`src/hw/rtl/gsa_pkg.sv`:
```
// shared types and constants for the generational slot allocator
`timescale 1ns / 1ps

package gsa_pkg;

    localparam int SLOT_COUNT_DEF = 512;
    localparam int GEN_W          = 16;
    localparam int SLOT_IN_W      = 16;
    localparam int SLOT_OUT_W     = 9;
    localparam int HW_W           = 10;

    localparam logic REQ_ALLOC   = 1'b0;
    localparam logic REQ_RELEASE = 1'b1;

    typedef enum logic [1:0] {
        ST_OK      = 2'd0,
        ST_FULL    = 2'd1,
        ST_INVALID = 2'd2
    } gsa_status_t;

    typedef enum logic [1:0] {
        S_IDLE,
        S_STACK,
        S_SLOT
    } gsa_state_t;

    // commands to the free stack
    typedef struct packed {
        logic rd;
        logic pop;
        logic push;
    } gsa_stk_cmd_t;

    // one slot table entry
    typedef struct packed {
        logic             live;
        logic [GEN_W-1:0] gen;
    } gsa_entry_t;

endpackage

```
`src/hw/rtl/gsa_stack.sv`:
```
// free slot stack: memory, fill count and low-water mark
`timescale 1ns / 1ps

module gsa_stack #(
    parameter int SLOT_COUNT = gsa_pkg::SLOT_COUNT_DEF
) (
    input  logic                                 clk,
    input  logic                                 rst_n,
    input  gsa_pkg::gsa_stk_cmd_t                cmd,
    input  logic [$clog2(SLOT_COUNT)-1:0]        push_slot,
    output logic [$clog2(SLOT_COUNT)-1:0]        top_slot,
    output logic [$clog2(SLOT_COUNT+1)-1:0]      count,
    output logic [$clog2(SLOT_COUNT+1)-1:0]      low
);

    localparam int IW = $clog2(SLOT_COUNT);
    localparam int CW = $clog2(SLOT_COUNT + 1);

    logic [IW-1:0] stk_mem [SLOT_COUNT];
    logic [IW-1:0] mem_rd_reg;
    logic [CW-1:0] top_idx_reg;
    logic [CW-1:0] count_reg;
    logic [CW-1:0] count_next;
    logic [CW-1:0] low_reg;
    logic [CW-1:0] low_next;
    logic [CW-1:0] top_idx;

    assign top_idx = count_reg - CW'(1);

    always_comb
    begin
        count_next = count_reg;
        low_next   = low_reg;
        if (cmd.pop)
        begin
            count_next = top_idx;
            if (top_idx < low_reg)
            begin
                low_next = top_idx;
            end
        end
        else if (cmd.push)
        begin
            count_next = count_reg + CW'(1);
        end
    end

    always_ff @(posedge clk or negedge rst_n)
    begin
        if (!rst_n)
        begin
            count_reg <= CW'(SLOT_COUNT);
            low_reg   <= CW'(SLOT_COUNT);
        end
        else
        begin
            count_reg <= count_next;
            low_reg   <= low_next;
        end
    end

    always_ff @(posedge clk)
    begin
        if (cmd.rd)
        begin
            mem_rd_reg  <= stk_mem[top_idx[IW-1:0]];
            top_idx_reg <= top_idx;
        end
        if (cmd.push)
        begin
            stk_mem[count_reg[IW-1:0]] <= push_slot;
        end
    end

    // entries below the low mark were never written; their own index stands in as the slot
    assign top_slot = (top_idx_reg >= low_reg) ? mem_rd_reg : top_idx_reg[IW-1:0];
    assign count    = count_reg;
    assign low      = low_reg;

endmodule

```
`config.mk`:
```
export PLATFORM = sky130hd
export DESIGN_NAME = gsa_stack
export DESIGN_NICKNAME = d
export VERILOG_FILES = /design/src/hw/rtl/gsa_pkg.sv /design/src/hw/rtl/gsa_stack.sv
export SDC_FILE = /design/constraint.sdc
export NUM_CORES = 2
export LEC_CHECK = 0
export ABC_CLOCK_PERIOD_IN_PS = 8250
export BUFFER_PORTS_ARGS = -buffer_cell sky130_fd_sc_hd__buf_4
export CAP_MARGIN = 20
export CELL_PAD_IN_SITES_DETAIL_PLACEMENT = 1
export CELL_PAD_IN_SITES_GLOBAL_PLACEMENT = 2
export CORE_UTILIZATION = 45
export DETAILED_ROUTE_END_ITERATION = 6
export PLACE_DENSITY = 0.81
export SYNTH_ARGS = -nofsm -noshare
export SYNTH_HDL_FRONTEND = slang
export SYNTH_MEMORY_MAX_BITS = 65536
export SYNTH_SLANG_ARGS = --single-unit
```
`constraint.sdc`:
```
create_clock -name clk -period 8.25 [get_ports clk]
set_input_delay 2.475 -clock clk [delete_from_list [all_inputs] [get_ports clk]]
set_output_delay 2.475 -clock clk [all_outputs]
set_load 0.005 [all_outputs]
```
==> flow_metrics.env <==
export IMPL_yosys_area_top_type="edfxtp_1"
export IMPL_syn_nets=7876
export IMPL_finalHoldViolations=0
export IMPL_post_dp_cell_area_um2=186400
export IMPL_slew_headroom_pct=6.768
export IMPL_totalWireLength_um=465500
export IMPL_gp_congestion=0.8400
export IMPL_core_area_um2=396500
export IMPL_io_pins=43
export IMPL_grt_pass1_vias=88300
export IMPL_dr_pass1_iters=5
export IMPL_tightest_slew_ns=1.398
export IMPL_h_tree_depth=5
export IMPL_overflow=0
export IMPL_reg2reg_slack_ns=2.74
export IMPL_cp_end_kind="output pin"
export IMPL_drt_iter0_drc=10710
export IMPL_port_buffers=42
export IMPL_cts_buffers=447
export IMPL_ir_worst_vdd_mv=0.5758
export IMPL_fp_dieArea_um2=401500
export IMPL_timing_setup_tns_ns=0
export IMPL_vias_per_cell=6.206
export IMPL_yosysMostFrequentCell="edfxtp_1"
export IMPL_antenna_found_initial=19
export IMPL_layout_drive_gt1_share_pct=26.96
export IMPL_grt_pass1_wl_um=662000
export IMPL_clk_pin_slew_worst_paths_ns=0.06
export IMPL_drc=0
export IMPL_period_share_pct=76.74
export IMPL_critPathKind="register to output pin"
export IMPL_yosysUniqueCellTypes=65
export IMPL_yosys_warnings=0
export IMPL_cts_resized=0
export IMPL_required_ns=5.78
export IMPL_rows=231
export IMPL_cp_max_fo=5
export IMPL_grt_setup_unrepaired="false"
export IMPL_synth_top_area_share_pct=77.39
export IMPL_fin_ws_ns=1.919
export IMPL_critPathTopFamily="compound AO/OA/AOI/OAI gates"
export IMPL_async_flop_share_pct=0.4304
export IMPL_grt_start_max_net_pins=194
export IMPL_yosys_register_bits=4647
export IMPL_clkLatencyLatePin_ns=1.03
export IMPL_synth_edff_count=4627
export IMPL_cp_num_buf_inv=2
export IMPL_synth_area_leaders="edfxtp_1 (77%), mux4_2 (17%), nor2_1 (1.1%), nand2_1 (0.61%), mux2i_1 (0.47%)"
export IMPL_powerDensity_nw_per_um2=370.8
export IMPL_drv_slew=0
export IMPL_post_cts_setup_buffers=0
export IMPL_cts_sinks=4647
export IMPL_seq_area_frac_synth_pct=77.67
export IMPL_die_y_um=633.6
export IMPL_crit_chain="ha_1 -> nand2b_1 -> a21o_1 -> a21o_1 -> a21oi_1 -> o21ai_0 -> a31oi_1 -> o21ai_1 -> buf_4 -> mux2_2 -> buf_4"
export IMPL_synth_area_per_cell_um2=22.90
export IMPL_num_vias=84630
export IMPL_slowest_delay_ns=0.45
export IMPL_maxCapViolCount=0
export IMPL_setup_violations_final=0
export IMPL_clockBufferDepth=4
export IMPL_min_path_type="register to register"
export IMPL_p_leak_uw=0.06124
export IMPL_clock_root_buffer="clkbuf_16"
export IMPL_grt_usage_pct=23.02
export IMPL_ant_nets=0
export IMPL_outcome="finished clean"
export IMPL_synth_flop_cell="edfxtp_1"
export IMPL_syn_to_final_growth_pct=11.85
export IMPL_fin_skew_ns=0.04756
export IMPL_cts_hold_buffers_added=0
export IMPL_wl_per_cell_um=34.13
export IMPL_start_util_pct=45.28
export IMPL_syn_cell_area_um2=179500
export IMPL_crit_path_start_kind="register"
export IMPL_synth_common_cells="edfxtp_1 (4627), mux4_2 (1369), nor2_1 (539)"
export IMPL_fp_dieW_um=633.6
export IMPL_nets=8066
export IMPL_cp_arrival_ns=3.86
export IMPL_crit_path_top_delay_cell="dfrtp_1"
export IMPL_largest_reg_flops=4608
export IMPL_cts_tree="done"
export IMPL_pre_cts_ws_ns=2.250
export IMPL_post_route_min_period_ns=6.331
export IMPL_syn_inst=7839
export IMPL_clock_fmax_mhz=158.0
export IMPL_dp_hpwl_um=276700
export IMPL_final_area_um2=200800
==> worst paths after layout <==
path / from / end / cells after the start
setup / recovery: low[0] / top_slot[4] / 11
hold / removal: low[2] / low[2] / 2
setup reg to reg: count[0] / mem_rd_reg[5] / 8
hold reg to reg: low[2] / low[2] / 2
max in group asynchronous: rst_n / count[9] / 1
min in group asynchronous: rst_n / low[1] / 1
==> tightest hold or removal path, stage by stage (launching register included) <==
cell and delay [ns]:
dfrtp_1 0.37, inv_1 0.09, mux2i_1 0.14
==> per-stage QoR <==
step	cells	power (uW)	hold slack [ns]	util (%)
after floorplan	7839	44520	0.5269	-
after global placement	12800	54350	0.5762	46.99
after detailed placement	12810	54820	0.5962	47.01
after CTS	13620	74820	0.6458	50.60
after global routing	13640	76430	0.6715	50.64
final	13640	74460	0.6554	50.64
==> kinds of logic (layout without fill, tap and decap cells) <==
| logic type | count (synthesis) | count (layout) | synth area share, % |
|---|---|---|---|
| DFF | 4647 | 4647 | 77.67 |
| muxes | 1467 | 1467 | 17.73 |
| and+or+nand+nor | 977 | 977 | 2.236 |
| buffers and inverters | 485 | 1037 | 1.190 |
| AOI/OAI and AO/OA | 224 | 224 | 0.9338 |
| adders and majority gates | 23 | 23 | 0.1603 |
| xor gates and xnor gates | 16 | 16 | 0.08224 |
| other | 0 | 5 | 0 |
==> layout by cell type (no fill, tap or decap), drive strengths merged, types with 14 or more instances in the layout <==
master / netlist / layout
a22oi: 35 / 35
clkbuf: 225 / 546
nand3: 37 / 37
a21oi: 38 / 38
edfxtp: 4627 / 4627
mux2i: 85 / 85
bufinv: 0 / 42
clkinv: 0 / 206
dfrtp: 18 / 18
nor3: 19 / 19
nand4: 18 / 18
mux4: 1369 / 1369
a32oi: 58 / 58
a221oi: 14 / 14
inv: 22 / 29
buf: 238 / 203
nand2: 293 / 293
a31oi: 18 / 18
nor2: 540 / 540
ha: 23 / 23
==> routing by layer <==
| metal | vias up | routed length (um) | global-route usage, % |
|---|---|---|---|
| met5 | - | 53 | 0 |
| li1 | 33510 | - | - |
| met1 | 46130 | 181200 | 31.46 |
| met2 | 4206 | 228700 | 37.84 |
| met4 | 8 | 18550 | 8.462 |
| met3 | 781 | 37010 | 3.515 |
==> power breakdown <==
group	internal (uW)	switching, uW
clock network	11400	8750
logic	11700	16100
registers	26300	288
total	49300	25100
==> layout make-up <==
cell class | count | area (um^2)
Antenna cell | 5 | 12.51
Clock buffer | 545 | 11760
Clock inverter | 266 | 2452
Fill cell | 34310 | 195700
Inverter | 22 | 100.1
Multi-Input combinational cell | 2707 | 38240
Sequential cell | 4647 | 139500
Tap cell | 5242 | 6559
Timing Repair Buffer | 204 | 2235
Power figures use the tool's default switching activity.
